--- config.mk ---
export PLATFORM = sky130hd
export DESIGN_NAME = spa_sqrt
export DESIGN_NICKNAME = d
export VERILOG_FILES = /design/src/spa_pkg.sv /design/src/spa_sqrt.sv
export SDC_FILE = /design/constraint.sdc
export NUM_CORES = 1
export LEC_CHECK = 0
export BUFFER_PORTS_ARGS = -buffer_cell sky130_fd_sc_hd__buf_4
export CORE_AREA = 2 2 233 235
export DETAILED_ROUTE_END_ITERATION = 6
export DIE_AREA = 0 0 235 237
export PLACE_DENSITY_LB_ADDON = 0.15
export SLEW_MARGIN = 20
export SYNTH_ARGS = -nofsm -noshare
export SYNTH_HDL_FRONTEND = slang
export SYNTH_SLANG_ARGS = --single-unit
--- constraint.sdc ---
create_clock -name clk -period 14.6 [get_ports clk]
set_clock_uncertainty 0.15 [all_clocks]
set_input_delay 2.19 -clock clk [delete_from_list [all_inputs] [get_ports clk]]
set_output_delay 2.19 -clock clk [all_outputs]
set_load 0.01 [all_outputs]
--- src/spa_pkg.sv ---
// Shared types, constants and helpers of the stream profile attribute block.
package spa_pkg;

  // Cell store geometry
  localparam int MAX_CELLS = 64;
  localparam int CELL_AW   = $clog2(MAX_CELLS);
  localparam int CNT_W     = $clog2(MAX_CELLS + 1);
  localparam int CELL_W    = 96;

  // Command queue between front and back
  localparam int QUEUE_DEPTH = 4;
  localparam int Q_AW        = $clog2(QUEUE_DEPTH);

  // Arithmetic widths
  localparam int VAL_W      = 48;
  localparam int DIV_W      = 64;
  localparam int DIV_STEPS  = 112;
  localparam int DIV_CNT_W  = $clog2(DIV_STEPS);
  localparam int SQRT_STEPS = 32;
  localparam int SQRT_CNT_W = $clog2(SQRT_STEPS);

  localparam logic [VAL_W-1:0] VAL_MAX = 48'h7FFF_FFFF_FFFF;
  localparam logic [VAL_W-1:0] VAL_MIN = 48'h8000_0000_0000;

  // Attribute kinds
  localparam logic [3:0] KIND_ID    = 4'd0;
  localparam logic [3:0] KIND_CUM   = 4'd1;
  localparam logic [3:0] KIND_CELL  = 4'd2;
  localparam logic [3:0] KIND_DIFF  = 4'd3;
  localparam logic [3:0] KIND_DROP  = 4'd4;
  localparam logic [3:0] KIND_GRAD  = 4'd5;
  localparam logic [3:0] KIND_LGRAD = 4'd6;
  localparam logic [3:0] KIND_LDIST = 4'd7;
  localparam logic [3:0] KIND_CURV  = 4'd8;

  // Register indexes
  localparam logic [1:0] REG_KIND  = 2'd0;
  localparam logic [1:0] REG_ORDER = 2'd1;
  localparam logic [1:0] REG_COLS  = 2'd2;

  // Dividend pre-shift of the divider
  typedef enum logic [1:0] {
    SH_0  = 2'd0,
    SH_16 = 2'd1,
    SH_48 = 2'd2
  } shift_t;

  // One emission command: which cell, and what the front already knows
  typedef struct packed {
    logic [CELL_AW-1:0] j;
    logic [CELL_AW-1:0] ref_j;
    logic [CELL_AW-1:0] ordinal;
    logic [15:0]        stream;
    logic               first;
    logic               last;
  } cmd_t;

  typedef struct packed {
    logic               we;
    logic [CELL_AW-1:0] addr;
    logic [CELL_W-1:0]  data;
  } ram_wr_t;

  typedef struct packed {
    logic             start;
    logic [DIV_W-1:0] a;
    shift_t           sh;
    logic [DIV_W-1:0] b;
  } div_req_t;

  typedef struct packed {
    logic             done;
    logic [DIV_W-1:0] quo;
    logic [DIV_W-1:0] rem;
  } div_rsp_t;

  typedef struct packed {
    logic        start;
    logic [63:0] x;
  } sqrt_req_t;

  typedef struct packed {
    logic        done;
    logic [31:0] root;
  } sqrt_rsp_t;

  // Signed, saturated Q32.16 value from a magnitude and a sign
  function automatic logic [VAL_W-1:0] from_mag(input logic [DIV_W-1:0] mag, input logic neg);
    logic [VAL_W-1:0] res;
    if (neg) begin
      res = (mag >= {16'b0, VAL_MIN}) ? VAL_MIN : (~mag[VAL_W-1:0] + 48'd1);
    end else begin
      res = (mag > {16'b0, VAL_MAX}) ? VAL_MAX : mag[VAL_W-1:0];
    end
    return res;
  endfunction

endpackage

--- src/spa_sqrt.sv ---
// Bit-pair integer square root of a 64-bit word, one step per cycle.
module spa_sqrt (
  input  logic               clk,
  input  logic               rst,
  input  spa_pkg::sqrt_req_t req,
  output spa_pkg::sqrt_rsp_t rsp
);
  import spa_pkg::*;

  logic [63:0]           x;
  logic [63:0]           res;
  logic [63:0]           bt;
  logic [SQRT_CNT_W-1:0] cnt;
  logic                  busy;
  logic                  done;
  logic [63:0]           trial;
  logic                  ge;

  assign trial = res + bt;
  assign ge    = (x >= trial);

  always_ff @(posedge clk) begin
    if (req.start) begin
      x   <= req.x;
      res <= '0;
      bt  <= 64'h4000_0000_0000_0000;
    end else if (busy) begin
      if (ge) begin
        x   <= x - trial;
        res <= (res >> 1) + bt;
      end else begin
        res <= res >> 1;
      end
      bt <= bt >> 2;
    end
  end

  // Step counter and completion pulse
  always_ff @(posedge clk) begin
    if (rst) begin
      busy <= 1'b0;
      done <= 1'b0;
      cnt  <= '0;
    end else begin
      done <= 1'b0;
      if (req.start) begin
        busy <= 1'b1;
        cnt  <= '0;
      end else if (busy) begin
        cnt <= cnt + 1'b1;
        if (cnt == SQRT_CNT_W'(SQRT_STEPS - 1)) begin
          busy <= 1'b0;
          done <= 1'b1;
        end
      end
    end
  end

  assign rsp.done = done;
  assign rsp.root = res[31:0];

endmodule

* After elaboration in Yosys (flattened, before gate mapping)
Index checks and enable logic that the tools add are counted.
** Operators by class
- Order comparisons :: 1
- Bitwise operators :: 1
- Eq/ne operators :: 1
- Add/sub/neg operators :: 4
- Reduce and logical (&&, ||, !) cells :: 5
- Multiplexer cells :: 8
** Operators by type and width (number)
- two-way mux 64 bit :: 4
- adder 63 x 63 -> 64 bit :: 1
- adder 64 x 63 -> 64 bit :: 1
- >= comparator 64 bit :: 1
- subtractor 64 bit :: 1
- adder 5 x 1 -> 5 bit (second input constant) :: 1
- equality test 5 bit (second input constant) :: 1
- two-way mux 1 bit :: 4
- nonzero test 2 bit :: 2
- OR reduction 3 bit :: 1
- AND reduction 2 bit :: 1
- OR reduction 2 bit :: 1
- inverter 1 bit :: 1
** Word-level totals
- Bits in registers :: 167
- Output and inout port bits :: 33
- Bits of input ports :: 67

* Logic depth before layout (Yosys ltp)
- Word-level depth :: 5
- Mapped depth :: 26
- Mapped depth without buffers :: 23

* Worst setup path before layout
Ideal clock, no wire load.
- Kind :: register -> register
- Start :: register res[2]
- End :: register x[0] (enable)
- Data arrival time :: 5.746 ns
- Setup slack :: 8.281 ns
- Required time :: 14.027 ns
- Period minus slack after synthesis :: 6.319 ns
- Library setup time :: 0.423 ns
- Stages on the path, launching flop included :: 23
- Path through :: dfxtp_1 > ha_1 > a31oi_2 > a211oi_2 > a211oi_1 > o21ai_2 > a31oi_2 > a21oi_2 > a41o_1 > a311o_1 > xnor2_1 > ha_1 > buf_2 > nand4_1 > nor3_2 > nand3_1 > a2111oi_2 > nand2b_1 > a21oi_2 > or3_4 > buf_6 > nand2_1 > nand2_1
** Between the ends
- Longest elaborated chain between the ends :: 4
** Ends and longest elaborated chain
- from (decl) :: line spa_sqrt.sv:11 : logic [63:0] res;
- from (signal assigned) :: line spa_sqrt.sv:30 : res <= (res >> 1) + bt;
- from (signal assigned) :: line spa_sqrt.sv:32 : res <= res >> 1;
- adder 64 x 63 -> 64 bit :: line spa_sqrt.sv:19 : assign trial = res + bt;
- >= comparator 64 bit :: line spa_sqrt.sv:20 : assign ge = (x >= trial);
- nonzero test 2 bit (no source line)
- AND reduction 2 bit (no source line)
- to (signal assigned) :: line spa_sqrt.sv:24 : x <= req.x;
- to (signal assigned) :: line spa_sqrt.sv:29 : x <= x - trial;
- to (decl) :: line spa_sqrt.sv:10 : logic [63:0] x;
No other way between the ends.
A chain may end at the register's enable or synchronous reset.

* Final worst setup path
- Start :: register res[4]
- End :: register x[61] (enable)
The elaborated chain is that of the path after synthesis.

==> metrics.txt <==
most frequent cells in the layout nand2_1 (233), nor2_1 (183), o21ai_0 (161); wirelength, routed 53,180 µm; vias per inst 5.462; RSZ-0062 raised after global routing false; Final Cell Area 17,350 µm²; die area 55,700 µm²; Post-DP Area 16,780 µm²; Reg area 3988 µm²; main area contributors after synthesis dfxtp_1 (13%), edfxtp_1 (12%), ha_1 (10%); Post-synth EDFFs 64; clock transition at the registers of the reported paths 70 ps; Leak 6.525 nW; share of layout cells above drive strength 1 10.29%; clk sinks 167; final hold slack 364.4 ps; DRT iter0 DRCs 1,064; Layout Nets 2,189; CTS tree done; setup bufs post-CTS 0; area occupied by multi-input gates 10,910 µm²; placed cells 2,666; clk_lat worst skew 500 ps; CTS max path bufs 2; final setup TNS 0 ps; via count 14,737; CP max stage delay 630 ps; M1 wire length 24,340 µm; ys flop type dfxtp_1; DRT antenna net count 0; total inserted antenna cells 0; Filler Cell Count 5,631; CP startpoint kind flip-flop; worst slew pin tran 1002 ps; Synth area leader dfxtp_1; DR WL met3 2019 µm; FF+latch count, synth 167; area share of the largest cell type after synthesis 13.01%; Unique masters post-synth 93; Max-Cap Viols 0; clock root buffer clkbuf_16; Resize count post-CTS 0; sequential share of the synthesized area 25.14%; status finished, final reports clean; Slew HR 33.22%; hpwl dp 40,770 µm; die height 237 µm; vias in the first global route 14,113; CP Class reg2reg; Syn. warnings 0; Power Dens Cells 178.9 nW/µm²; gpl congestion 0.8858; CP max-delay cell or3_4; commonest non-fill, non-tap cell in the layout nand2_1; Mapped Cells 2,011; Largest delay share family, worst path compound AO/OA/AOI/OAI gates; highest routed layer met4; drt wl/cell 19.71 µm; Initial Util 29.74%; largest net degree at the start of global routing 83; Synth async-reset ratio 0%; I/O Buffers 99; Total Routing Usage GR 18.94%; I/O pin count 100; Setup Viol. Count Final 0; syn nets 2,211; initial antenna violation count 0; gr ovfl total 0; Max Clock Freq 0.1270 GHz; post-route non-filler standard cell count 2,698; max-slew violation count 0; CP required 14,580 ps; Area Overhead vs Synth 9.484%; Final Hold Vio Count 0; Period minus WS final 7871 ps; core box area 53,280 µm²; Mapped Area 15,850 µm²; worst hold path type reg2reg; met2 WL 25,790 µm; Crit Path Max Fanout 54; hold buffers post-CTS 0; Num CTS Buffers 17; Worst Path Buf+Inv 1; worst-path cell chain ha_1 -> a21oi_1 -> o31ai_2 -> a21oi_1 -> o21ai_1 -> a22o_2 -> a41oi_2 -> o41a_1 -> o21bai_2 -> and4b_1 -> nor3_2 -> ha_1 -> nand4_1 -> nor3_2 -> nand3_1 -> a2111oi_2 -> nand2b_1 -> a21oi_2 -> or3_4 -> nand2_1 -> nand2_4 -> buf_4; # H-tree levels 4; fin crit share 53.91%; Remaining DRCs 0; first-pass GRT wire length 82,570 µm; Die Wd 235 µm; Site Rows 85; crit path capture type flip-flop; Mean Syn Cell Area 7.879 µm²; worst ir drop on vdd 0.1072 mV; critical path arrival 7850 ps; first drt pass iteration count 5
where the power goes:
group / internal (W) / leakage [nW] / switching (W)
registers: 0.000642 / 1.49 / 0.000109
clock network: 0.000239 / 0.277 / 0.000226
logic: 0.000713 / 4.76 / 0.00117
total: 0.00159 / 6.53 / 0.00151
stage by stage:
stage               utilization, %  setup slack [ps]  power [W]
global placement             31.49              6955   0.002637
global route                 32.56              6209   0.003353
finish                       32.56              6729   0.003103
floorplan                        -              8281   0.002142
CTS                          32.56              6784   0.003120
detailed placement           31.49              6864   0.002634
cells by family after synthesis:
kind of cell,share of synthesized area (%)
multiplexers,4.335
AO/OA/AOI/OAI,26.29
AND/OR/NAND/NOR,19.16
buffers and inverters,6.064
adder cells (fa/ha/maj),10.55
flip-flops,25.14
XOR/XNOR,8.457
worst paths after layout:
path | start | endpoint | slack (ps) | depth (start not counted)
worst max-delay path | res[4]$_SDFFE_PP0P_ | x[61]$_DFFE_PP_ | 6730 | 22
worst max register to register | res[4]$_SDFFE_PP0P_ | x[61]$_DFFE_PP_ | 6730 | 22
worst min-delay path | res[0]$_SDFFE_PP0P_ | res[0]$_SDFFE_PP0P_ | 360 | 2
worst min register to register | res[0]$_SDFFE_PP0P_ | res[0]$_SDFFE_PP0P_ | 360 | 2
registers in the layout, summed over array words and instances (netlist names):
register and flops:
cnt 5, done 1, bt 32, busy 1, x 64, res 64
worst min-delay path: stages, from the launching register on:
cell,delay [ps]
dfxtp_1,330
nor2_1,90
a311oi_1,50
metal layers:
layer	up-vias	track usage (%)
met1	7046	24.18
met4	0	5.658
met3	49	2.984
li1	7324	-
met5	-	0
met2	318	32.75
Yosys cell counts, drive strengths merged (64+ instances only):
library cell,count
a31oi,64
xor2,70
dfxtp,103
xnor2,83
a21oi,131
nor2,183
ha,132
o21ai,183
clkbuf,67
nand2,235
buf,81
edfxtp,64
final cells by class:
cell class	count	area share (%)
sequential	167	22.99
timing repair buffer	107	4.652
clock inverter	11	0.5049
inverter	53	1.147
tap	696	5.020
multi-input combinational	1643	62.91
clock buffer	21	2.777
(Power assumes the default switching activity.)
