`src/spa_pkg.sv`:
```
// Shared types, constants and helpers of the stream profile attribute block.
package spa_pkg;

  // Cell store geometry
  localparam int MAX_CELLS = 64;
  localparam int CELL_AW   = $clog2(MAX_CELLS);
  localparam int CNT_W     = $clog2(MAX_CELLS + 1);
  localparam int CELL_W    = 96;

  // Command queue between front and back
  localparam int QUEUE_DEPTH = 4;
  localparam int Q_AW        = $clog2(QUEUE_DEPTH);

  // Arithmetic widths
  localparam int VAL_W      = 48;
  localparam int DIV_W      = 64;
  localparam int DIV_STEPS  = 112;
  localparam int DIV_CNT_W  = $clog2(DIV_STEPS);
  localparam int SQRT_STEPS = 32;
  localparam int SQRT_CNT_W = $clog2(SQRT_STEPS);

  localparam logic [VAL_W-1:0] VAL_MAX = 48'h7FFF_FFFF_FFFF;
  localparam logic [VAL_W-1:0] VAL_MIN = 48'h8000_0000_0000;

  // Attribute kinds
  localparam logic [3:0] KIND_ID    = 4'd0;
  localparam logic [3:0] KIND_CUM   = 4'd1;
  localparam logic [3:0] KIND_CELL  = 4'd2;
  localparam logic [3:0] KIND_DIFF  = 4'd3;
  localparam logic [3:0] KIND_DROP  = 4'd4;
  localparam logic [3:0] KIND_GRAD  = 4'd5;
  localparam logic [3:0] KIND_LGRAD = 4'd6;
  localparam logic [3:0] KIND_LDIST = 4'd7;
  localparam logic [3:0] KIND_CURV  = 4'd8;

  // Register indexes
  localparam logic [1:0] REG_KIND  = 2'd0;
  localparam logic [1:0] REG_ORDER = 2'd1;
  localparam logic [1:0] REG_COLS  = 2'd2;

  // Dividend pre-shift of the divider
  typedef enum logic [1:0] {
    SH_0  = 2'd0,
    SH_16 = 2'd1,
    SH_48 = 2'd2
  } shift_t;

  // One emission command: which cell, and what the front already knows
  typedef struct packed {
    logic [CELL_AW-1:0] j;
    logic [CELL_AW-1:0] ref_j;
    logic [CELL_AW-1:0] ordinal;
    logic [15:0]        stream;
    logic               first;
    logic               last;
  } cmd_t;

  typedef struct packed {
    logic               we;
    logic [CELL_AW-1:0] addr;
    logic [CELL_W-1:0]  data;
  } ram_wr_t;

  typedef struct packed {
    logic             start;
    logic [DIV_W-1:0] a;
    shift_t           sh;
    logic [DIV_W-1:0] b;
  } div_req_t;

  typedef struct packed {
    logic             done;
    logic [DIV_W-1:0] quo;
    logic [DIV_W-1:0] rem;
  } div_rsp_t;

  typedef struct packed {
    logic        start;
    logic [63:0] x;
  } sqrt_req_t;

  typedef struct packed {
    logic        done;
    logic [31:0] root;
  } sqrt_rsp_t;

  // Signed, saturated Q32.16 value from a magnitude and a sign
  function automatic logic [VAL_W-1:0] from_mag(input logic [DIV_W-1:0] mag, input logic neg);
    logic [VAL_W-1:0] res;
    if (neg) begin
      res = (mag >= {16'b0, VAL_MIN}) ? VAL_MIN : (~mag[VAL_W-1:0] + 48'd1);
    end else begin
      res = (mag > {16'b0, VAL_MAX}) ? VAL_MAX : mag[VAL_W-1:0];
    end
    return res;
  endfunction

endpackage

```
`src/spa_div.sv`:
```
// Radix-2 restoring divider: floor(a * 2^k / b), saturating at 2^64-1.
module spa_div (
  input  logic              clk,
  input  logic              rst,
  input  spa_pkg::div_req_t req,
  output spa_pkg::div_rsp_t rsp
);
  import spa_pkg::*;

  logic [DIV_STEPS-1:0] num;
  logic [DIV_W-1:0]     den;
  logic [DIV_W-1:0]     rem;
  logic [DIV_W-1:0]     quo;
  logic                 sat;
  logic [DIV_CNT_W-1:0] cnt;
  logic                 busy;
  logic                 done;

  logic [DIV_W:0] rem_sh;
  logic           ge;
  logic [DIV_W:0] rem_nx;

  // One quotient bit per cycle
  assign rem_sh = {rem, num[DIV_STEPS-1]};
  assign ge     = (rem_sh >= {1'b0, den});
  assign rem_nx = ge ? (rem_sh - {1'b0, den}) : rem_sh;

  always_ff @(posedge clk) begin
    if (req.start) begin
      case (req.sh)
        SH_0:    num <= {48'b0, req.a};
        SH_16:   num <= {32'b0, req.a, 16'b0};
        SH_48:   num <= {req.a, 48'b0};
        default: num <= {48'b0, req.a};
      endcase
      den <= req.b;
      rem <= '0;
      quo <= '0;
      sat <= 1'b0;
    end else if (busy) begin
      num <= {num[DIV_STEPS-2:0], 1'b0};
      rem <= rem_nx[DIV_W-1:0];
      quo <= {quo[DIV_W-2:0], ge};
      sat <= sat | quo[DIV_W-1];
    end
  end

  // Step counter and completion pulse
  always_ff @(posedge clk) begin
    if (rst) begin
      busy <= 1'b0;
      done <= 1'b0;
      cnt  <= '0;
    end else begin
      done <= 1'b0;
      if (req.start) begin
        busy <= 1'b1;
        cnt  <= '0;
      end else if (busy) begin
        cnt <= cnt + 1'b1;
        if (cnt == DIV_CNT_W'(DIV_STEPS - 1)) begin
          busy <= 1'b0;
          done <= 1'b1;
        end
      end
    end
  end

  assign rsp.done = done;
  assign rsp.quo  = sat ? '1 : quo;
  assign rsp.rem  = rem;

endmodule

```
`config.mk`:
```
export PLATFORM = sky130hd
export DESIGN_NAME = spa_div
export DESIGN_NICKNAME = d
export VERILOG_FILES = /design/src/spa_pkg.sv /design/src/spa_div.sv
export SDC_FILE = /design/constraint.sdc
export NUM_CORES = 1
export LEC_CHECK = 0
export BUFFER_PORTS_ARGS = -buffer_cell sky130_fd_sc_hd__buf_2
export CAP_MARGIN = 20
export CORE_MARGIN = 1
export CORE_UTILIZATION = 35
export CTS_CLUSTER_SIZE = 30
export DETAILED_ROUTE_END_ITERATION = 10
export PLACE_DENSITY_LB_ADDON = 0.12
export SKIP_CTS_REPAIR_TIMING = 1
export SYNTH_ARGS = -nofsm -noshare
export SYNTH_HDL_FRONTEND = slang
export SYNTH_SLANG_ARGS = --single-unit
```
`constraint.sdc`:
```
create_clock -name clk -period 9.8 [get_ports clk]
set_clock_uncertainty 0.2 [all_clocks]
set_input_delay 0.98 -clock clk [delete_from_list [all_inputs] [get_ports clk]]
set_output_delay 0.98 -clock clk [all_outputs]
set_load 0.02 [all_outputs]
```
======== Word-level counts from Yosys, hierarchy flattened ========
Index checks and enable logic that the tools add are counted.
cells by class
  order comparisons ....................... 1
  muxes and demuxes ....................... 9
  eq/ne operators ......................... 3
  $add $sub $neg .......................... 2
  reduce and logical (&&, ||, !) cells .... 3
  bitwise operators ....................... 2
operator list
  kind                                                                    count
  112-bit two-way mux                                                     2
  112-bit case mux with 2 select lines                                    1
  64-bit two-way mux                                                      2
  65-bit by 64-bit >= comparator with 1-bit output                        1
  64-bit subtractor                                                       1
  7-bit by 1-bit adder with 7-bit output (second input constant)          1
  7-bit equality test (second input constant)                             1
  1-bit two-way mux                                                       4
  3-bit OR reduction                                                      1
  2-bit by 1-bit equality test with 1-bit output (second input constant)  1
  2-bit equality test (second input constant)                             1
  2-bit nonzero test                                                      1
  2-bit OR reduction                                                      1
  1-bit NOT                                                               1
  1-bit OR                                                                1
word-level totals
  input bits .............................. 133
  word-level logic and storage cells ...... 28
  register bits after elaboration ......... 314

======== Longest topological paths before layout ========
  word-level depth ........................ 4
  depth in mapped cells ................... 15
  gate-level depth less buffers ........... 13

======== Worst setup path after synthesis ========
OpenSTA, ideal clock, no wires.
  path kind ............................... input to register
  from .................................... input req[130] (netlist name)
  to ...................................... register num[0], enable pin
  cell stages on the path ................. 4
  library setup time ...................... 0.465 ns
  path slack .............................. 5.418 ns
  arrival time ............................ 3.717 ns
  data required time ...................... 9.135 ns
  path through ............................ clkbuf_1 -> nor2_1 -> clkbuf_1 -> inv_1
on the way
  longest elaborated chain between the ends .. 1
RTL lines
  element                              line           text
  start, declared                      spa_div.sv:5   input spa_pkg::div_req_t req,
  2-bit nonzero test (no source line)  --
  end signal, assigned                 spa_div.sv:31  SH_0: num <= {48'b0, req.a};
  end signal, assigned                 spa_div.sv:32  SH_16: num <= {32'b0, req.a, 16'b0};
  end signal, assigned                 spa_div.sv:33  SH_48: num <= {req.a, 48'b0};
  end, declared                        spa_div.sv:10  logic [DIV_STEPS-1:0] num;
Every way passes these cells.
A chain may end at the register's enable or synchronous reset.

======== Worst setup path after layout ========
  from .................................... register den[56]
  to ...................................... register rem[38]
on the way
  longest elaborated chain between the ends .. 2
RTL lines
  element                                           line           text
  start, declared                                   spa_div.sv:11  logic [DIV_W-1:0] den;
  start signal, assigned                            spa_div.sv:36  den <= req.b;
  65-bit by 64-bit >= comparator with 1-bit output  spa_div.sv:25  assign ge = (rem_sh >= {1'b0, den});
  64-bit two-way mux                                spa_div.sv:26  assign rem_nx = ge ? (rem_sh - {1'b0, den}) : rem_sh;
  end signal, assigned                              spa_div.sv:42  rem <= rem_nx[DIV_W-1:0];
  end, declared                                     spa_div.sv:12  logic [DIV_W-1:0] rem;
Every way passes these cells.

==> qor.yml <==
die:
  die-area_mm2: 0.0495
  die_w_um: 223
  placeableCoreArea_mm2: 0.0478
  rows: 80
  die_height_um: 223
  initial_core_util_pct: 35.6
  ios: 262
synthesis:
  syn_area_per_cell_um2: 9.44
  synthAdderAreaFrac_pct: 5.04
  synth_compound_area_share_pct: 18.4
  synthTopCellsByArea: "edfxtp_1, dfxtp_1, nor2_1, ha_1, mux2i_1"
  synth_xor_area_share_pct: 3.09
  synth_top_family_by_area: "compound AO/OA/AOI/OAI gates"
  synth-edff-count: 176
  synth_mux_area_share_pct: 5.25
  syn_area_mm2: 0.0170
  ys_seq_area_share_pct: 47.3
  postSynthCellCount: 1805
  ys_seq_elements: 314
  synth_most_common_cell: "nor2_1"
  syn_nets: 2006
  synthFlopType: "edfxtp_1"
  synth.top_cells.by_count: "nor2_1, edfxtp_1, nand2_1"
  yosys_warnings: 0
  synth-simple-area-share_pct: 16.1
  yosys.area.top_type_share_pct: 31.0
  ys_types: 69
  yosysTopAreaCell: "edfxtp_1"
  ys_async_sr_fraction_pct: 0
timing:
  setup_viol: 0
  hold_viol_final: 0
  rsz0062_at_grt: "no"
  slew_viol_final: 0
  setup-tns-final_ns: 0
  fin_crit_ns: 4.30
  worst_pin_slew_ns: 0.997
  period_share_pct: 43.9
  fmax_ghz: 0.233
  max_slew_margin_pct: 33.5
critical_path:
  r2r_start: "den[56]"
  cp_data_arrival_time_ns: 4.51
  ff2ff_setup_slack_ns: 5.50
  path_max_fanout: 41
  worstSetupStartpointType: "register"
  worstSetupEndpoint: "rem[38]"
  worstPathRequired_ns: 10.01
  rr_worst_depth: 13
  cp-startpoint: "den[56]"
  crit_type: "register to register"
  cp-end-kind: "register"
  r2r_end: "rem[38]"
global_route:
  grt.total_usage_pct: 20.5
  grt_pass1_vias: 14200
  grt_max_degree: 99
  grt_pass1_wl_um: 80200
  grt.overflow.total: 0
  antenna_found_initial: 9
finish:
  final_cell_area_mm2: 0.0201
  post-route-util_pct: 42.0
  layout-drive-gt1-share_pct: 21.6
  areaGrowthSynthToFinish_pct: 18.0
  final_nets: 2204
  n_fill_cell: 4852
placed_design:
  port_buffers: 261
  dpl_cell_area_mm2: 0.0188
  routabilityCongestion: 0.886
  dp.final_hpwl_um: 36100
detailed_routing:
  ant_nets: 0
  drcViolationCount: 0
  wl_per_cell_um: 19.4
  first_iter_violations: 945
  wl_um: 51300
  vias_per_cell: 5.40
  drt_pass1_iterations: 7
  route.vias.total: 14300
cts:
  cts_max_path_buffers: 3
  cts_buffers: 39
  clk_latency_ns: 0.56
  htree_num_levels: 2
  cts_sinks: 314
  cts-root-buf: "clkbuf_16"
  cts_tree: "built"
  clk_pin_slew_worst_paths_ns: 0.06
power_and_ir_drop:
  irDropWorstVdd_mv: 0.103
  power.density_mw_per_mm2: 186
  leakage_nw: 8.64
  power_mw: 3.74
run_status:
  status: "finished clean"
flow_run:
  drv_cap: 0
hold_path:
  hp-class: "register to register"
-- cell usage in the layout, fill, tap and decap left out, types with 27 or more instances in the layout --
cell type / synthesis / routed
edfxtp_1: 176 / 176
o21ai_0: 85 / 85
a21oi_1: 110 / 110
buf_2: 10 / 260
ha_1: 67 / 66
a221oi_1: 49 / 49
inv_1: 88 / 87
nor2_1: 269 / 269
xnor2_1: 40 / 40
nand4_1: 27 / 27
a22o_1: 49 / 49
or2_2: 67 / 67
mux2i_1: 69 / 69
dfxtp_1: 138 / 137
nand2_1: 150 / 150
clkbuf_16: 0 / 41
-- layout make-up --
class | count | area (um^2) | area share [%]
well taps | 615 | 769 | 3.83
clock buffers | 54 | 1100 | 5.50
repair buffers | 280 | 1460 | 7.28
clock inverters | 17 | 181 | 0.903
multi-input cells | 1279 | 8170 | 40.7
flip-flops and latches | 314 | 8050 | 40.1
inverters | 89 | 337 | 1.68
diodes | 4 | 10.0 | 0.0498
-- layer usage --
layer	vias up	GRT usage [%]	wire, um
met4	10	7.81	1630
met5	-	0	76
li1	6925	-	-
met1	6862	26.9	22700
met3	99	3.89	2980
met2	419	33.3	24000
-- logic make-up after synthesis --
kind of cell | Yosys count
AND/OR/NAND/NOR | 607
AO/OA/AOI/OAI | 457
flip-flops | 314
buffers and inverters | 212
multiplexers | 87
adder cells (fa/ha/maj) | 68
XOR/XNOR | 60
-- critical path, cell delays in order (launching register included) --
cell and delay (ns):
edfxtp_1 0.32, inv_1 0.04, ha_1 0.39, a2111oi_0 0.67, o211ai_1 0.18, o211ai_1 0.20
nand2_1 0.12, nor3_1 0.20, a21bo_2 0.20, o21a_2 0.53, buf_4 0.53, nor2_1 0.20
a221oi_1 0.29, nor2_1 0.06
-- metrics by stage --
step                      hold WS [ns]  worst slack, ns  std cells
after CTS                        0.303             5.39       2648
after floorplan                  0.267             5.42       1805
after global routing             0.323             5.07       2651
after global placement           0.280             5.52       2576
final                            0.306             5.50       2652
after detailed placement         0.298             5.42       2577
-- power by group --
group | internal (mW) | switching, mW
clock | 0.870 | 0.584
sequential | 1.51 | 0.0556
combinational | 0.266 | 0.461
-- sequential cells by signal (all words and copies together), names as in the netlist --
signal / flops
num: 112
den: 64
quo: 64
rem: 64
cnt: 7
busy: 1
done: 1
sat: 1
-- worst min-delay path by stage --
stage | from | end | slack, ns | cells after the start
6_report | rem[4] | rem[5] | 0.31 | 2
5_1_grt | rem[4] | rem[5] | 0.32 | 2
4_1_cts | rem[4] | rem[5] | 0.30 | 2
3_5_place_dp | rem[4] | rem[5] | 0.30 | 2
3_3_place_gp | rem[6] | rem[6] | 0.28 | 2
2_1_floorplan | cnt[5] | cnt[5] | 0.27 | 2
(Power assumes the default switching activity.)
