<file path="src/spa_pkg.sv">
// Shared types, constants and helpers of the stream profile attribute block.
package spa_pkg;

  // Cell store geometry
  localparam int MAX_CELLS = 64;
  localparam int CELL_AW   = $clog2(MAX_CELLS);
  localparam int CNT_W     = $clog2(MAX_CELLS + 1);
  localparam int CELL_W    = 96;

  // Command queue between front and back
  localparam int QUEUE_DEPTH = 4;
  localparam int Q_AW        = $clog2(QUEUE_DEPTH);

  // Arithmetic widths
  localparam int VAL_W      = 48;
  localparam int DIV_W      = 64;
  localparam int DIV_STEPS  = 112;
  localparam int DIV_CNT_W  = $clog2(DIV_STEPS);
  localparam int SQRT_STEPS = 32;
  localparam int SQRT_CNT_W = $clog2(SQRT_STEPS);

  localparam logic [VAL_W-1:0] VAL_MAX = 48'h7FFF_FFFF_FFFF;
  localparam logic [VAL_W-1:0] VAL_MIN = 48'h8000_0000_0000;

  // Attribute kinds
  localparam logic [3:0] KIND_ID    = 4'd0;
  localparam logic [3:0] KIND_CUM   = 4'd1;
  localparam logic [3:0] KIND_CELL  = 4'd2;
  localparam logic [3:0] KIND_DIFF  = 4'd3;
  localparam logic [3:0] KIND_DROP  = 4'd4;
  localparam logic [3:0] KIND_GRAD  = 4'd5;
  localparam logic [3:0] KIND_LGRAD = 4'd6;
  localparam logic [3:0] KIND_LDIST = 4'd7;
  localparam logic [3:0] KIND_CURV  = 4'd8;

  // Register indexes
  localparam logic [1:0] REG_KIND  = 2'd0;
  localparam logic [1:0] REG_ORDER = 2'd1;
  localparam logic [1:0] REG_COLS  = 2'd2;

  // Dividend pre-shift of the divider
  typedef enum logic [1:0] {
    SH_0  = 2'd0,
    SH_16 = 2'd1,
    SH_48 = 2'd2
  } shift_t;

  // One emission command: which cell, and what the front already knows
  typedef struct packed {
    logic [CELL_AW-1:0] j;
    logic [CELL_AW-1:0] ref_j;
    logic [CELL_AW-1:0] ordinal;
    logic [15:0]        stream;
    logic               first;
    logic               last;
  } cmd_t;

  typedef struct packed {
    logic               we;
    logic [CELL_AW-1:0] addr;
    logic [CELL_W-1:0]  data;
  } ram_wr_t;

  typedef struct packed {
    logic             start;
    logic [DIV_W-1:0] a;
    shift_t           sh;
    logic [DIV_W-1:0] b;
  } div_req_t;

  typedef struct packed {
    logic             done;
    logic [DIV_W-1:0] quo;
    logic [DIV_W-1:0] rem;
  } div_rsp_t;

  typedef struct packed {
    logic        start;
    logic [63:0] x;
  } sqrt_req_t;

  typedef struct packed {
    logic        done;
    logic [31:0] root;
  } sqrt_rsp_t;

  // Signed, saturated Q32.16 value from a magnitude and a sign
  function automatic logic [VAL_W-1:0] from_mag(input logic [DIV_W-1:0] mag, input logic neg);
    logic [VAL_W-1:0] res;
    if (neg) begin
      res = (mag >= {16'b0, VAL_MIN}) ? VAL_MIN : (~mag[VAL_W-1:0] + 48'd1);
    end else begin
      res = (mag > {16'b0, VAL_MAX}) ? VAL_MAX : mag[VAL_W-1:0];
    end
    return res;
  endfunction

endpackage

</file>
<file path="src/spa_front.sv">
// Front part: loads cells into the store and issues one command per interior cell.
module spa_front (
  input  logic               clk,
  input  logic               rst,
  input  logic               cell_valid,
  output logic               cell_stall,
  input  logic [31:0]        cell_position,
  input  logic signed [31:0] elevation,
  input  logic [31:0]        step_distance,
  input  logic [15:0]        stream_id,
  input  logic               last_cell,
  input  logic [3:0]         kind,
  input  logic               ds,
  input  logic               drained,
  output spa_pkg::ram_wr_t   ram_wr,
  output logic               push,
  output spa_pkg::cmd_t      cmd,
  input  logic               full
);
  import spa_pkg::*;

  typedef enum logic [1:0] {
    F_LOAD = 2'b01,
    F_EMIT = 2'b10
  } front_state_t;

  front_state_t       state;
  logic [CNT_W-1:0]   cnt;
  logic [CNT_W-1:0]   n;
  logic [CELL_AW-1:0] k;
  logic [15:0]        stream;

  logic             accept;
  logic [CNT_W-1:0] n_new;
  logic             rev;
  logic [CNT_W-1:0] k_ext;
  logic [CNT_W-1:0] j_ext;
  logic [CNT_W-1:0] ord_ext;
  logic [CNT_W-1:0] ref_ext;

  // New cells only while loading and once the back has finished the last stream
  assign cell_stall = !((state == F_LOAD) && drained);
  assign accept     = cell_valid && !cell_stall;
  assign n_new      = (cnt < CNT_W'(MAX_CELLS)) ? (cnt + 1'b1) : cnt;

  assign ram_wr.we   = accept && (cnt < CNT_W'(MAX_CELLS));
  assign ram_wr.addr = cnt[CELL_AW-1:0];
  assign ram_wr.data = {step_distance, elevation, cell_position};

  // Classify: walk direction, ordinal and drop reference per cell
  assign rev     = ds && (kind inside {KIND_CUM, KIND_DROP, KIND_GRAD});
  assign k_ext   = {1'b0, k};
  assign j_ext   = rev ? (n - CNT_W'(2) - k_ext) : (k_ext + CNT_W'(1));
  assign ord_ext = ds ? (n - CNT_W'(1) - j_ext) : j_ext;
  assign ref_ext = ds ? (n - CNT_W'(2)) : CNT_W'(1);

  assign cmd.j       = j_ext[CELL_AW-1:0];
  assign cmd.ordinal = ord_ext[CELL_AW-1:0];
  assign cmd.ref_j   = ref_ext[CELL_AW-1:0];
  assign cmd.stream  = stream;
  assign cmd.first   = (k == '0);
  assign cmd.last    = (k_ext == (n - CNT_W'(3)));
  assign push        = (state == F_EMIT) && !full;

  always_ff @(posedge clk) begin
    if (rst) begin
      state  <= F_LOAD;
      cnt    <= '0;
      n      <= '0;
      k      <= '0;
      stream <= '0;
    end else begin
      case (state)
        F_LOAD: begin
          if (accept) begin
            cnt    <= n_new;
            stream <= stream_id;
            if (last_cell) begin
              if (n_new >= CNT_W'(3)) begin
                n     <= n_new;
                k     <= '0;
                state <= F_EMIT;
              end else begin
                cnt <= '0;
              end
            end
          end
        end
        F_EMIT: begin
          if (push) begin
            k <= k + 1'b1;
            if (cmd.last) begin
              cnt   <= '0;
              state <= F_LOAD;
            end
          end
        end
        default: state <= F_LOAD;
      endcase
    end
  end

endmodule

</file>
<file path="config.mk">
export PLATFORM = sky130hd
export DESIGN_NAME = spa_front
export DESIGN_NICKNAME = d
export VERILOG_FILES = /design/src/spa_pkg.sv /design/src/spa_front.sv
export SDC_FILE = /design/constraint.sdc
export NUM_CORES = 1
export LEC_CHECK = 0
export ABC_CLOCK_PERIOD_IN_PS = 4400
export BUFFER_PORTS_ARGS = -buffer_cell sky130_fd_sc_hd__buf_2
export CORE_MARGIN = 8
export CORE_UTILIZATION = 42
export DETAILED_ROUTE_END_ITERATION = 7
export GPL_ROUTABILITY_DRIVEN = 0
export PLACE_DENSITY = 0.83
export SLEW_MARGIN = 20
export SYNTH_ARGS = -nofsm -noshare
export SYNTH_HDL_FRONTEND = slang
export SYNTH_SLANG_ARGS = --single-unit
</file>
<file path="constraint.sdc">
create_clock -name clk -period 4.4 [get_ports clk]
set_input_delay 0.88 -clock clk [delete_from_list [all_inputs] [get_ports clk]]
set_output_delay 0.88 -clock clk [all_outputs]
set_load 0.05 [all_outputs]
</file>
# After elaboration in Yosys (flattened, before gate mapping)
# Cells that the tools add are included.
totals:
  reg_bits: 38
  out_inout_bits: 141
  wordCells: 62
op_classes:
  n_addsub: 8
  magnitude_cmp: 2
  eq_ne: 11
  mux: 21
  reduce_logical: 15
ops:
  columns: ["op", "n"]
  rows:
  - ["two-way mux 6 bit", 7]
  - ["two-way mux 7 bit", 6]
  - ["one-hot mux 7 bit (2 select lines)", 1]
  - ["adder 6 x 1 -> 6 bit, second input constant", 2]
  - ["one-hot mux 6 bit (2 select lines)", 1]
  - ["subtractor 6 bit", 2]
  - ["two-way mux 2 bit", 5]
  - ["AND reduction 5 bit", 2]
  - ["== test 4 x 3 -> 1 bit, second input constant", 2]
  - ["!= test 2 bit, second input constant", 4]
  - ["AND reduction 4 bit", 2]
  - ["adder 7 x 1 -> 7 bit, second input constant", 1]
  - ["== test 6 x 7 -> 1 bit", 1]
  - ["greater-or-equal comparator 7 x 2 -> 1 bit, second input constant", 1]
  - ["< comparator 7 bit, second input constant", 1]
  - ["subtractor 7 x 2 -> 7 bit, second input constant", 1]
  - ["zero test 6 bit", 1]
  - ["subtractor 6 x 1 -> 6 bit, second input constant", 1]
  - ["subtractor 6 x 2 -> 6 bit, second input constant", 1]
  - ["logical AND 1 bit", 5]
  - ["== test 4 x 1 -> 1 bit, second input constant", 1]
  - ["one-hot mux 2 bit (2 select lines)", 1]
  - ["nonzero test 3 bit", 1]
  - ["== test 2 x 1 -> 1 bit, second input constant", 1]
  - ["other kinds (5)", 6]

# Longest topological paths before layout
depth:
  word_depth: 7
  depth_mapped: 16
  depth_no_buf: 15

# Worst setup path before layout
# Ideal clock, no wire load.
synth_timing:
  path_type: "input to output"
  from: "in kind[0]"
  to: "out cmd[23] in the netlist's numbering"
  arrival_time_ns: 3.600
  required_ns: 3.520
  path_slack_ns: -0.080
  path_stages: 10
  n_path_buf: 0
  path_cell_list: "nor2_1 nor4b_4 mux2i_1 ha_1 a21oi_1 o211ai_1 a21oi_1 xor2_1 nand2_1 xnor2_1"
synth_rtl:
  columns: ["item", "line", "source"]
  rows:
  - ["start, declared", "spa_front.sv:12", "input logic [3:0] kind,"]
  - ["end, declared", "spa_front.sv:17", "output spa_pkg::cmd_t cmd,"]

==> results.md <==
* Status: finished, final reports clean
* Setup TNS at 0 ns
* Startpoint Class: flip-flop
* Max-slew headroom at 0.455
* Kind of critical path: reg2out
* Cell Pwr Density at 246 mW/mm^2
* Initial Util at 0.424
* Fmax at 241 MHz
* Chip Height at 109 um
* EDFF count, synth at 0
* Via count at 2704
* Leakage at 1.46 nW
* Worst hold path type: reg2reg
* Total track usage at 0.138
* Reg clk slew, reported paths at 0.08 ns
* Io pins at 264
* Congestion Overflow GR at 0
* R2R cell count at 7
* Sequential fraction of the synthesis area at 0.210
* DIE WIDTH at 109 um
* Worst stage delay on the critical path at 0.35 ns
* Cell Chain, Critical Path: inv_2 -> ha_1 -> xor2_1 -> ha_1 -> o21ai_1 -> a21oi_1 -> nor2_1 -> a21oi_2 -> ha_4 -> nand2_1 -> o211ai_1 -> a21oi_2 -> xor2_1 -> nand2_1 -> xnor2_2 -> buf_6
* CTS H-Tree Depth at 2
* Yosys reg bits at 38
* Synth warnings at 0
* Post-Syn Nets at 584
* Deepest clock path buffer count at 2
* Final Cell Area at 0.00344 mm^2
* # hold bufs at CTS at 0
* Via-per-instance ratio at 5.24
* DP Area at 0.00328 mm^2
* Number of port buffers at 71
* Largest net degree at the start of global routing at 40
* Clock Latency Late Sink at 0.29 ns
* Gate Count Post-Synth at 443
* Slew Viols, Final at 0
* Worst-margin pin slew at 0.817 ns
* Fraction of layout cells with a size suffix above 1 at 0.333
* CTS Buf Count at 5
* WL/cell at 16.0 um
* ANT cells at 0
* Minimum clock period at 4.16 ns
* DIE AREA at 0.0119 mm^2
* Worst Path Required at 3.52 ns
* Core ar. at 0.00855 mm^2
* First-pass DRT Iterations at 4
* Number of antenna violations at the first check in global routing at 0
* Area delta synth->final at -5.21%
* Syn_area_per_cell at 8.19 um^2
* Post-DP HPWL at 6660 um
* Hold depth at 2
* RSZ-0062 raised after global routing: false
* Period utilisation layout at 0.945
* Maximum VDD drop at 0.155 mV
* Routed Wire Length at 8250 um
* Crit-path slowest cell: ha_1
* CTS Sinks at 38
* Stages on worst setup path at 16
* Antenna-violating nets left at 0
* # setup viols final at 0
* First DRT Iteration DRCs at 114
* Synth Flop Type: dfxtp_1
* CP delay by family, top: compound AO/OA/AOI/OAI gates
* First-pass GRT wire length at 13400 um
* Vias in the first global route at 2866
* Final-report hold violation count at 0
* Drt drc at 0
* Root Buffer: clkbuf_8
* Max-cap violations at 0
* Clk_skew at 0.00493 ns
* Peak fanout along the critical path at 4
* Design Power at 0.846 mW
* Post-Syn Area at 0.00363 mm^2
* Fin util at 0.402
* Synth cell types at 60
* Crit path buf inv count at 2
* FFs w/ async S/R, synth at 0
* CP arrival at 3.28 ns
* Critical Path End Type: primary output
* FP Rows at 34
* CTS tree: built
* Nets at 548
-- per-stage QoR --
| step | std cells | hold WS [ns] | setup slack, ns |
|---|---|---|---|
| after floorplan | 443 | 0.470 | 0.219 |
| after global placement | 506 | 0.438 | 0.328 |
| after detailed placement | 506 | 0.447 | 0.230 |
| after CTS | 514 | 0.458 | 0.00874 |
| after global routing | 516 | 0.469 | 0.0275 |
| final | 516 | 0.457 | 0.242 |
-- state kept, by name, summed over array words and instances (netlist names) --
register,count
state,2
cnt,7
stream,16
k,6
n,7
-- worst paths after layout --
check                           endpoint              startpoint  slack (ns)
setup reg to reg       n[2]$_SDFFE_PP0P_     cnt[0]$_SDFFE_PP0P_        2.11
hold reg to reg   stream[3]$_SDFFE_PP0P_  stream[3]$_SDFFE_PP0P_        0.46
hold / removal    stream[3]$_SDFFE_PP0P_  stream[3]$_SDFFE_PP0P_        0.46
setup / recovery                 cmd[23]       n[1]$_SDFFE_PP0P_        0.24
-- where the power goes --
group          internal, mW  switching (mW)  leakage (nW)
combinational        0.0577           0.138          1.10
sequential            0.353         0.00631         0.310
clock                 0.170           0.122        0.0524
total                 0.580           0.266          1.46
-- cell usage after synthesis, types with 2 or more instances --
cell	count	share of area
a211oi_2	5	0.017
a21o_1	3	0.0062
a21oi_1	33	0.046
a21oi_2	5	0.012
a31oi_1	6	0.010
and2_1	4	0.0069
buf_2	7	0.0097
buf_4	103	0.21
buf_6	5	0.016
clkbuf_1	8	0.0083
dfxtp_1	38	0.21
fa_1	2	0.011
ha_1	16	0.055
inv_1	22	0.023
mux2i_1	3	0.0083
nand2_1	45	0.047
nand2b_1	6	0.010
nand3_1	12	0.017
nand3_2	6	0.017
nor2_1	25	0.026
nor2b_1	6	0.010
nor3_1	7	0.0097
nor3_2	2	0.0055
nor3b_2	2	0.0069
o211ai_1	4	0.0083
o21ai_0	6	0.0083
o22ai_1	2	0.0035
o311ai_4	2	0.014
o31ai_1	3	0.0062
or2_2	2	0.0035
xnor2_1	15	0.036
xor2_1	10	0.024
-- kinds of logic (layout without fill, tap and decap cells) --
| group | after synthesis | count (layout) | synth area share |
|---|---|---|---|
| buffers and inverters | 145 | 110 | 0.269 |
| and+or+nand+nor | 130 | 130 | 0.193 |
| xor gates and xnor gates | 27 | 27 | 0.0725 |
| AOI/OAI and AO/OA | 81 | 81 | 0.177 |
| muxes | 4 | 4 | 0.0114 |
| DFF | 38 | 38 | 0.210 |
| adders and majority gates | 18 | 18 | 0.0663 |
-- worst reg2reg max path: stages (launching register included) --
cell	delay, ns
dfxtp_1	0.41
ha_1	0.28
nand3_2	0.10
mux2i_1	0.22
nand3_2	0.16
o311ai_4	0.69
nor2_1	0.14
a211oi_2	0.21
-- placed cells by master, fill, tap and decap left out, types with 4 or more instances in the layout --
cell      Yosys  layout
buf_2         7      70
nand2_1      45      45
dfxtp_1      38      35
a21oi_1      33      30
nor2_1       25      25
inv_1        22      20
ha_1         16      15
xnor2_1      15      14
nand3_1      12      12
xor2_1       10      10
buf_4       103       9
a21oi_2       5       8
nor3_1        7       7
nand2b_1      6       6
nor2b_1       6       6
nand3_2       6       6
a31oi_1       6       6
o21ai_0       6       5
a211oi_2      5       5
clkbuf_8      0       5
and2_1        4       4
o211ai_1      4       4
-- routing by layer --
metal,global-route usage,share of wire
met1,0.144,0.38
met5,0,0
met2,0.224,0.46
met3,0.0638,0.12
met4,0.0841,0.043
-- cell type report --
| cell class | instances | area (um^2) |
|---|---|---|
| repair buffers | 80 | 429 |
| multi-input cells | 260 | 1920 |
| clock inverters | 1 | 30.0 |
| inverters | 22 | 82.6 |
| well taps | 108 | 135 |
| fillers | 874 | 5110 |
| flip-flops and latches | 38 | 764 |
| clock buffers | 7 | 76.3 |
-- what timing repair did --
action / 4_1_cts / 5_1_grt
endpoints found under the setup margin: 1 / 1
pin swaps: 0 / 7
gates cloned: 0 / 0
setup buffers: 0 / 2
resized for setup: 1 / 11
Power figures use the tool's default switching activity.
