### config.mk
export PLATFORM = sky130hd
export DESIGN_NAME = spa_fifo
export DESIGN_NICKNAME = d
export VERILOG_FILES = /design/src/spa_pkg.sv /design/src/spa_fifo.sv
export SDC_FILE = /design/constraint.sdc
export NUM_CORES = 1
export LEC_CHECK = 0
export BUFFER_PORTS_ARGS = -buffer_cell sky130_fd_sc_hd__buf_2
export CORE_MARGIN = 8
export CORE_UTILIZATION = 43
export DETAILED_ROUTE_END_ITERATION = 16
export PLACE_DENSITY = 0.62
export SYNTH_ARGS = -nofsm -noshare
export SYNTH_HDL_FRONTEND = slang
export SYNTH_SLANG_ARGS = --single-unit
### constraint.sdc
create_clock -name clk -period 6 [get_ports clk]
set_input_delay 0.3 -clock clk [delete_from_list [all_inputs] [get_ports clk]]
set_output_delay 0.3 -clock clk [all_outputs]
set_load 0.1 [all_outputs]
### src/spa_pkg.sv
// Shared types, constants and helpers of the stream profile attribute block.
package spa_pkg;

  // Cell store geometry
  localparam int MAX_CELLS = 64;
  localparam int CELL_AW   = $clog2(MAX_CELLS);
  localparam int CNT_W     = $clog2(MAX_CELLS + 1);
  localparam int CELL_W    = 96;

  // Command queue between front and back
  localparam int QUEUE_DEPTH = 4;
  localparam int Q_AW        = $clog2(QUEUE_DEPTH);

  // Arithmetic widths
  localparam int VAL_W      = 48;
  localparam int DIV_W      = 64;
  localparam int DIV_STEPS  = 112;
  localparam int DIV_CNT_W  = $clog2(DIV_STEPS);
  localparam int SQRT_STEPS = 32;
  localparam int SQRT_CNT_W = $clog2(SQRT_STEPS);

  localparam logic [VAL_W-1:0] VAL_MAX = 48'h7FFF_FFFF_FFFF;
  localparam logic [VAL_W-1:0] VAL_MIN = 48'h8000_0000_0000;

  // Attribute kinds
  localparam logic [3:0] KIND_ID    = 4'd0;
  localparam logic [3:0] KIND_CUM   = 4'd1;
  localparam logic [3:0] KIND_CELL  = 4'd2;
  localparam logic [3:0] KIND_DIFF  = 4'd3;
  localparam logic [3:0] KIND_DROP  = 4'd4;
  localparam logic [3:0] KIND_GRAD  = 4'd5;
  localparam logic [3:0] KIND_LGRAD = 4'd6;
  localparam logic [3:0] KIND_LDIST = 4'd7;
  localparam logic [3:0] KIND_CURV  = 4'd8;

  // Register indexes
  localparam logic [1:0] REG_KIND  = 2'd0;
  localparam logic [1:0] REG_ORDER = 2'd1;
  localparam logic [1:0] REG_COLS  = 2'd2;

  // Dividend pre-shift of the divider
  typedef enum logic [1:0] {
    SH_0  = 2'd0,
    SH_16 = 2'd1,
    SH_48 = 2'd2
  } shift_t;

  // One emission command: which cell, and what the front already knows
  typedef struct packed {
    logic [CELL_AW-1:0] j;
    logic [CELL_AW-1:0] ref_j;
    logic [CELL_AW-1:0] ordinal;
    logic [15:0]        stream;
    logic               first;
    logic               last;
  } cmd_t;

  typedef struct packed {
    logic               we;
    logic [CELL_AW-1:0] addr;
    logic [CELL_W-1:0]  data;
  } ram_wr_t;

  typedef struct packed {
    logic             start;
    logic [DIV_W-1:0] a;
    shift_t           sh;
    logic [DIV_W-1:0] b;
  } div_req_t;

  typedef struct packed {
    logic             done;
    logic [DIV_W-1:0] quo;
    logic [DIV_W-1:0] rem;
  } div_rsp_t;

  typedef struct packed {
    logic        start;
    logic [63:0] x;
  } sqrt_req_t;

  typedef struct packed {
    logic        done;
    logic [31:0] root;
  } sqrt_rsp_t;

  // Signed, saturated Q32.16 value from a magnitude and a sign
  function automatic logic [VAL_W-1:0] from_mag(input logic [DIV_W-1:0] mag, input logic neg);
    logic [VAL_W-1:0] res;
    if (neg) begin
      res = (mag >= {16'b0, VAL_MIN}) ? VAL_MIN : (~mag[VAL_W-1:0] + 48'd1);
    end else begin
      res = (mag > {16'b0, VAL_MAX}) ? VAL_MAX : mag[VAL_W-1:0];
    end
    return res;
  endfunction

endpackage

### src/spa_fifo.sv
// Short command queue between the front and back parts.
module spa_fifo (
  input  logic          clk,
  input  logic          rst,
  input  logic          push,
  input  spa_pkg::cmd_t din,
  input  logic          pop,
  output spa_pkg::cmd_t head,
  output logic          empty,
  output logic          full
);
  import spa_pkg::*;

  cmd_t            slots [QUEUE_DEPTH];
  logic [Q_AW-1:0] wptr;
  logic [Q_AW-1:0] rptr;
  logic [Q_AW:0]   count;

  assign empty = (count == '0);
  assign full  = (count == (Q_AW+1)'(QUEUE_DEPTH));
  assign head  = slots[rptr];

  always_ff @(posedge clk) begin
    if (push && !full) begin
      slots[wptr] <= din;
    end
  end

  // Pointers and fill level
  always_ff @(posedge clk) begin
    if (rst) begin
      wptr  <= '0;
      rptr  <= '0;
      count <= '0;
    end else begin
      if (push && !full) begin
        wptr <= wptr + 1'b1;
      end
      if (pop && !empty) begin
        rptr <= rptr + 1'b1;
      end
      case ({push && !full, pop && !empty})
        2'b10:   count <= count + 1'b1;
        2'b01:   count <= count - 1'b1;
        default: count <= count;
      endcase
    end
  end

endmodule

Yosys cells after proc, flatten, opt, wreduce, memory -nomap -nowiden
Memories as Yosys holds them, arrays and structs flattened. A register that Yosys moved wholly into a read port is not among the register bits.
Index checks and enable logic that the tools add are counted.
Operators by class
  add/subtract/negate cells: 4
  multiply operators: 0
  divide/modulo/power cells: 0
  order comparisons: 0
  equality and inequality tests: 3
  shift operators: 0
  multiplexer cells: 5
  bitwise operators: 0
  reductions and logical operators: 6
Operators by type and width (count)
  $pmux 3 s2: 1
  $add 2x1->2 const B: 2
  $mux 2: 2
  $add 3x1->3 const B: 1
  $eq 3x3->1 const B: 1
  $logic_not 3->1: 1
  $sub 3x1->3 const B: 1
  $eq 2x1->1 const B: 1
  $eq 2x2->1 const B: 1
  $logic_and 1x1->1: 2
  $logic_not 1->1: 2
  $mux 1: 2
  $reduce_bool 2->1: 1
Word-level totals
  register bits after elaboration: 7
  bits in latches: 0
  bits in writable memories: 144
  ROM bits: 0
  input port bits: 40
  output and inout port bits: 38
  logic and storage cells: 22
  memories kept: 1
Memory list
  slots: depth 4, bits a word 36, read ports 1, clocked after Yosys merged registers in 1, write ports 1, line spa_fifo.sv:14  | cmd_t slots [QUEUE_DEPTH];

Longest topological paths before layout
Gate-level depths: netlist of the first run.
  depth in word-level cells: 5
  depth in mapped cells: 9
  depth with buffers taken out: 9

Worst setup path before layout of the first run
OpenSTA, ideal clock, no wires.
  path type: reg-to-reg
  start: register count[2]
  end: register count[2]
  library setup time: 70 ps
  arrival time: 3205 ps
  required time: 5930 ps
  slack: 2725 ps
  stages on the path, launching flop included: 10
  buffers on the path: 0
  period minus slack after synthesis: 3275 ps
  path through: dfxtp_1 > nor3b_2 > nor2_1 > inv_1 > ha_1 > inv_1 > fa_1 > xor2_1 > or3_1 > a21oi_1
Between the ends
  word-level cells in the longest chain between the ends: 5
  elaborated cells between the ends (all ways): 12
  classes of those cells: 2 x add/sub; 3 x eq/ne; 1 x mux; 6 x reduce/logical
Ends and longest elaborated chain
  start, declared: line spa_fifo.sv:17  | logic [Q_AW:0] count;
  start signal, assigned: line spa_fifo.sv:43  | 2'b10: count <= count + 1'b1;
  start signal, assigned: line spa_fifo.sv:44  | 2'b01: count <= count - 1'b1;
  start signal, assigned: line spa_fifo.sv:45  | default: count <= count;
  $eq 3x3->1 (*): line spa_fifo.sv:20  | assign full = (count == (Q_AW+1)'(QUEUE_DEPTH));
  named net full: line spa_fifo.sv:10  | output logic full
  $logic_not 1->1 (*): line spa_fifo.sv:42  | case ({push && !full, pop && !empty})
  $logic_and 1x1->1 (*): line spa_fifo.sv:42
  $eq 2x1->1 / $eq 2x2->1 (equally long branches): line spa_fifo.sv:42
  $pmux 3 s2 / $reduce_bool 2->1 (equally long branches)
Mark *: on every way through the listed nets, which the timed path passes. The rest lies on a longest branch.
A chain may end at the register's enable or synchronous reset.

==> impl_metrics.ini, run 1 <==
[run_status]
status = finished, final reports clean

[global_routing]
grt_pass1_vias = 2955
overflow = 0
grt_pass1_wl_um = 15840
grt_max_degree = 37
antenna_found_initial = 1
track_usage_pct = 12.28

[clocking]
clk_pin_slew_worst_paths_ns = 0.06
cts_root_buf = clkbuf_16
cts_resized = 0
numCtsBuffers = 17
post_cts.repair.setup_buffers = 0
cts.path.max_buffers = 2
clock_latency_ns = 0.41
htree_levels = 4
cts_hold_buf = 0
clock_sinks = 153
cts_tree = yes

[timing]
setup_viol = 0
period_share_pct = 45.70
fin_worst_skew_ns = 0.01175
fmax_mhz = 364.7
rsz0062_at_grt = no
setup_ws_ns = 3.258
hold-worst-slack_ns = 0.1029
fin_setup_tns_ns = 0
slew_viol_final = 0
tightestPinTransition_ns = 1.019
relSlewSlack_pct = 32.09
finalCriticalPeriod_ns = 2.742
finalHoldViolCount = 0

[worst_setup_path]
rr_endpoint = count[2]$_SDFFE_PP0P_
reg2reg_slack_ns = 3.75
criticalPathCategory = flop to output pin
reg2reg_depth = 9
crit_slowest_cell = mux4_1
slowest_delay_ns = 0.65
crit_arrival_ns = 2.44
crit_required_ns = 5.70
path_cells = buf_4, mux4_1, buf_2
cp_top_family = buffers and inverters
worstReg2RegStart = count[2]$_SDFFE_PP0P_
startpoint_type = flop
crit_path_max_fanout = 28
critPathCaptureType = output pin
crit_buf_inv = 2

[cells_and_area]
final_cells = 518
drive_above_1_share_pct = 40.94
seqCellArea_sq_um = 4507
fillers = 1077
final_cell_mix = 144 x edfxtp_1, 77 x buf_2, 30 x mux4_2
multiInputGateArea_sq_um = 1110
syn_to_final_growth_pct = 19.05
layout_commonest_cell = edfxtp_1
nets = 376
num_antenna_cells = 0

[floorplanning]
dieArea_sq_um = 17290
ios = 78
die_h_um = 131.5
die_w_um = 131.5
initial_utilization_pct = 43.65
num_rows = 42
coreArea_sq_um = 13140

[drt]
num_vias = 2617
avgViaCountPerCell = 5.052
remaining_drc_errors = 0
detailedRoute.firstIterationViolations = 168
dr.pass1.iters = 4
wire_per_inst_um = 19.44
routed_wl_um = 10070
drtAntennaViolNets = 0

[synth]
synth_cells = 242
synth_top_area_share_pct = 75.41
syn_nets = 288
ys_warn_count = 0
yosys_register_bits = 153
ys_types = 24
synth_top_cell_by_area = edfxtp_1
ys_seq_area_share_pct = 78.55
synth_area_sq_um = 5734
syn_avg_cell_area_sq_um = 23.70
synth_area_leaders = edfxtp_1 75%, mux4_2 12%, dfxtp_1 3.1%

[hold_path]
hp-class = input pin to flop
hold_end = slots[0][15]$_DFFE_PP_
min_from = din[15]
hold_depth = 1

[place]
post-place-ws_ns = 3.584
placedCellCount = 487
placement.io_buffers = 77
gp_congestion = 0.6713
dpl.hpwl_um = 5970

[run]
cap_violations = 0
per-layer routing:
metal / share of wire (%) / vias up / GRT usage, % / routed length [um]
li1: - / 1187 / - / -
met1: 44 / 1345 / 14.06 / 4474
met2: 48 / 70 / 19.64 / 4863
met3: 6.0 / 13 / 5.450 / 600
met4: 1.2 / 2 / 5.361 / 120
met5: 0.13 / - / 0 / 13
final cells by class:
| type | instances | share of cell area (%) |
|---|---|---|
| Sequential cell | 153 | 66.02 |
| Inverter | 8 | 0.4399 |
| Clock buffer | 20 | 6.397 |
| Tap cell | 176 | 3.226 |
| Timing Repair Buffer | 78 | 5.755 |
| Multi-Input combinational cell | 72 | 16.26 |
| Clock inverter | 11 | 1.906 |
worst register-to-register path, cell delays in order, from the launching register on:
cell     delay (ns)
dfxtp_1        0.40
nor3b_2        0.30
nor2_1         0.16
inv_1          0.09
ha_1           0.18
inv_1          0.07
fa_1           0.38
xor2_1         0.16
or3_1          0.30
a21oi_1        0.14
sequential cells by signal, summed over array words and instances, names as in the netlist, named ones only:
signal,count
slots,144
rptr,2
wptr,2
count,3
worst max-delay path by stage:
stage / from / end / slack, ns / depth (start not counted)
floorplan: count[2]$_SDFFE_PP0P_ / count[2]$_SDFFE_PP0P_ / 2.72 / 9
global placement: flop / head[25] / 3.59 / 3
detailed placement: flop / head[25] / 3.58 / 3
CTS: flop / head[25] / 3.13 / 3
global route: flop / head[25] / 3.08 / 3
finish: flop / head[25] / 3.26 / 3
cells in the mapped netlist (all sizes together):
cell type / n
buf: 8
a21oi: 4
mux2i: 1
mux4: 36
nor3b: 1
or3: 3
o21ai: 3
inv: 8
fa: 1
ha: 5
dfxtp: 9
and2: 4
xor2: 3
edfxtp: 144
nor3: 1
nand2: 1
nand2b: 2
o31ai: 1
clkbuf: 1
nor2: 6
per-stage QoR:
| step | instance area [sq um] | utilization, % |
|---|---|---|
| 3_5_place_dp | 6260 | 47.65 |
| 5_1_grt | 6827 | 51.96 |
| 2_1_floorplan | 5734 | - |
| 6_report | 6827 | 51.96 |
| 4_1_cts | 6827 | 51.96 |
| 3_3_place_gp | 6260 | 47.65 |
cells by family after synthesis:
logic type               after synthesis  share of synthesized area (%)
AND/OR/NAND/NOR                       18                          1.833
multiplexers                          37                          14.71
flip-flops                           153                          78.55
buffers and inverters                 17                          2.182
XOR/XNOR                               3                         0.4583
AO/OA/AOI/OAI                          8                         0.8291
adder cells (fa/ha/maj)                6                          1.440
Power of run 1 is left out: the tool's default activity adds up to more than one toggle a clock period on the data nets, which glitch-free logic cannot reach.
==> run 2: changes to the inputs <==
Settings changed: PLACE_DENSITY 0.62 to 0.64.
Clock period 6 ns to 2.2 ns, I/O delays scaled along.
==> run 2 against run 1 <==
Against the previous run: hold slack worse by 0.019 ns; critical path type unchanged; setup slack worse by 3.1 ns; sequential share of layout area is 4.2 points lower; design area is 6.9% higher; cell count is 7.7% higher; non-clock buffer count is 42 higher; clock-buffer cell count is 2 lower; global-route usage is 0.21 points higher; register-to-register slack worse by 3.5 ns; wire length is 0.56% higher; first-iteration DRC count is 8.3% lower; die area stayed put.
==> impl_metrics.ini, run 2 (synthesis results as in run 1) <==
[cells_and_area]
multiInputGateArea_sq_um = 1124
syn_to_final_growth_pct = 27.27
final_cells = 558
largest_reg_flops = 144
layout_top_registers = slots x144, count x3
final_cell_mix = 144 x edfxtp_1, 77 x buf_2, 37 x dlygate4sd3_1
num_antenna_cells = 0
drive_above_1_share_pct = 40.05
seqCellArea_sq_um = 4511
layout_commonest_cell = edfxtp_1
fillers = 1043
regMostFlops = slots
nets = 418

[worst_setup_path]
reg2reg_depth = 9
criticalPathCategory = flop to output pin
critPathCaptureType = output pin
cp_top_family = multiplexers
slowest_delay_ns = 0.62
path_cells = buf_12, mux4_1, buf_2
crit_slowest_cell = mux4_1
worstReg2RegStart = count[2]$_SDFFE_PP0P_
startpoint_type = flop
crit_required_ns = 2.09
crit_arrival_ns = 1.97
crit_path_max_fanout = 36
reg2reg_slack_ns = 0.22
rr_endpoint = count[2]$_SDFFE_PP0P_
crit_buf_inv = 2

[floorplanning]
num_rows = 42
initial_utilization_pct = 43.65
coreArea_sq_um = 13140
die_h_um = 131.5
ios = 78
die_w_um = 131.5
dieArea_sq_um = 17290

[clocking]
cts_root_buf = clkbuf_16
cts.path.max_buffers = 2
clock_sinks = 153
cts_tree = yes
numCtsBuffers = 17
post_cts.repair.setup_buffers = 0
clk_pin_slew_worst_paths_ns = 0.05
clock_latency_ns = 0.41
htree_levels = 4

[timing]
relSlewSlack_pct = 66.21
finalCriticalPeriod_ns = 2.081
hold-worst-slack_ns = 0.08378
period_share_pct = 94.57
slew_viol_final = 0
fmax_mhz = 480.6
tightestPinTransition_ns = 0.5103
finalHoldViolCount = 0
setup_viol = 0
fin_worst_skew_ns = 0.006128
rsz0062_at_grt = no

[hold_path]
min_from = pop
hp-class = input pin to flop
hold_depth = 4

[pwr]
ir_worst_vdd_uv = 863.9
power_mw = 10.25
p_leak_nw = 2.510
power_density_nw_per_um2 = 1405

[drt]
remaining_drc_errors = 0
detailedRoute.firstIterationViolations = 154
wire_per_inst_um = 18.15
avgViaCountPerCell = 4.898
dr.pass1.iters = 4
num_vias = 2733
routed_wl_um = 10130
drtAntennaViolNets = 0

[place]
placedCellCount = 492
dpl.hpwl_um = 5906
gp_congestion = 0.7261
placement.io_buffers = 77

[global_routing]
grt_pass1_wl_um = 16430
grt_pass1_vias = 3042
grt_max_degree = 37
track_usage_pct = 12.49
antenna_found_initial = 0
overflow = 0

[run]
cap_violations = 0

[run_status]
status = finished, final reports clean
[run 2: changes by cell type in the layout (fill, tap and decap cells not counted), moves of 2 or more]
cell / before / now
dfxtp_1: 7 / 4
dlygate4sd3_1: 0 / 37
buf_12: 0 / 6
clkbuf_1: 3 / 1
dfxtp_2: 2 / 5
[run 2: metrics by stage]
step	TNS, ns	utilization (%)	area [sq um]	setup slack [ns]
global route	0	55.55	7298	0.03054
floorplan	-0.7820	-	5757	-0.4593
detailed placement	0	48.64	6390	0.2226
CTS	0	55.55	7298	0.05642
finish	0	55.55	7298	0.1194
global placement	0	48.64	6390	0.2683
[run 2: power by group]
group	internal [mW]	switching, mW	total, mW
clock	1.63	1.03	2.66
sequential	3.49	0.0956	3.58
combinational	0.921	3.09	4.01
total	6.04	4.22	10.3
[run 2: cell type report]
cell class                 count  share of cell area, %
clock buffer                  18                  5.880
clock inverter                11                  1.492
inverter                       8                 0.4115
multi-input combinational     72                  15.40
sequential                   153                  61.80
tap                          176                  3.017
timing repair buffer         120                  12.00
[run 2: timing repair]
| action | in CTS | in global routing |
|---|---|---|
| hold endpoints to repair | 152 | 0 |
| gates resized for setup | 0 | 0 |
| hold buffers | 37 | 0 |
[run 2: worst reg2reg max path: stages (launching register included)]
cell	delay, ns
dfxtp_2	0.38
nor3b_4	0.25
nor2_2	0.10
inv_1	0.07
ha_2	0.18
inv_2	0.04
fa_2	0.33
xor2_1	0.15
or3_1	0.30
a21oi_1	0.12
[run 2: worst max-delay path by stage]
stage	to	depth (start not counted)	startpoint
4_1_cts	head[25]	3	flop
5_1_grt	head[25]	3	flop
3_5_place_dp	count[2]$_SDFFE_PP0P_	9	count[2]$_SDFFE_PP0P_
3_3_place_gp	count[2]$_SDFFE_PP0P_	9	count[2]$_SDFFE_PP0P_
2_1_floorplan	count[2]$_SDFFE_PP0P_	9	count[2]$_SDFFE_PP0P_
6_report	head[25]	3	flop
[run 2: metal layers]
metal	up-vias	track usage [%]	part of all wire, %
met1	1387	14.70	42
met2	69	20.03	51
li1	1262	-	-
met5	-	0	0
met3	15	4.573	5.1
met4	0	5.935	1.7
Note: power is estimated with default switching activity, not from simulation.
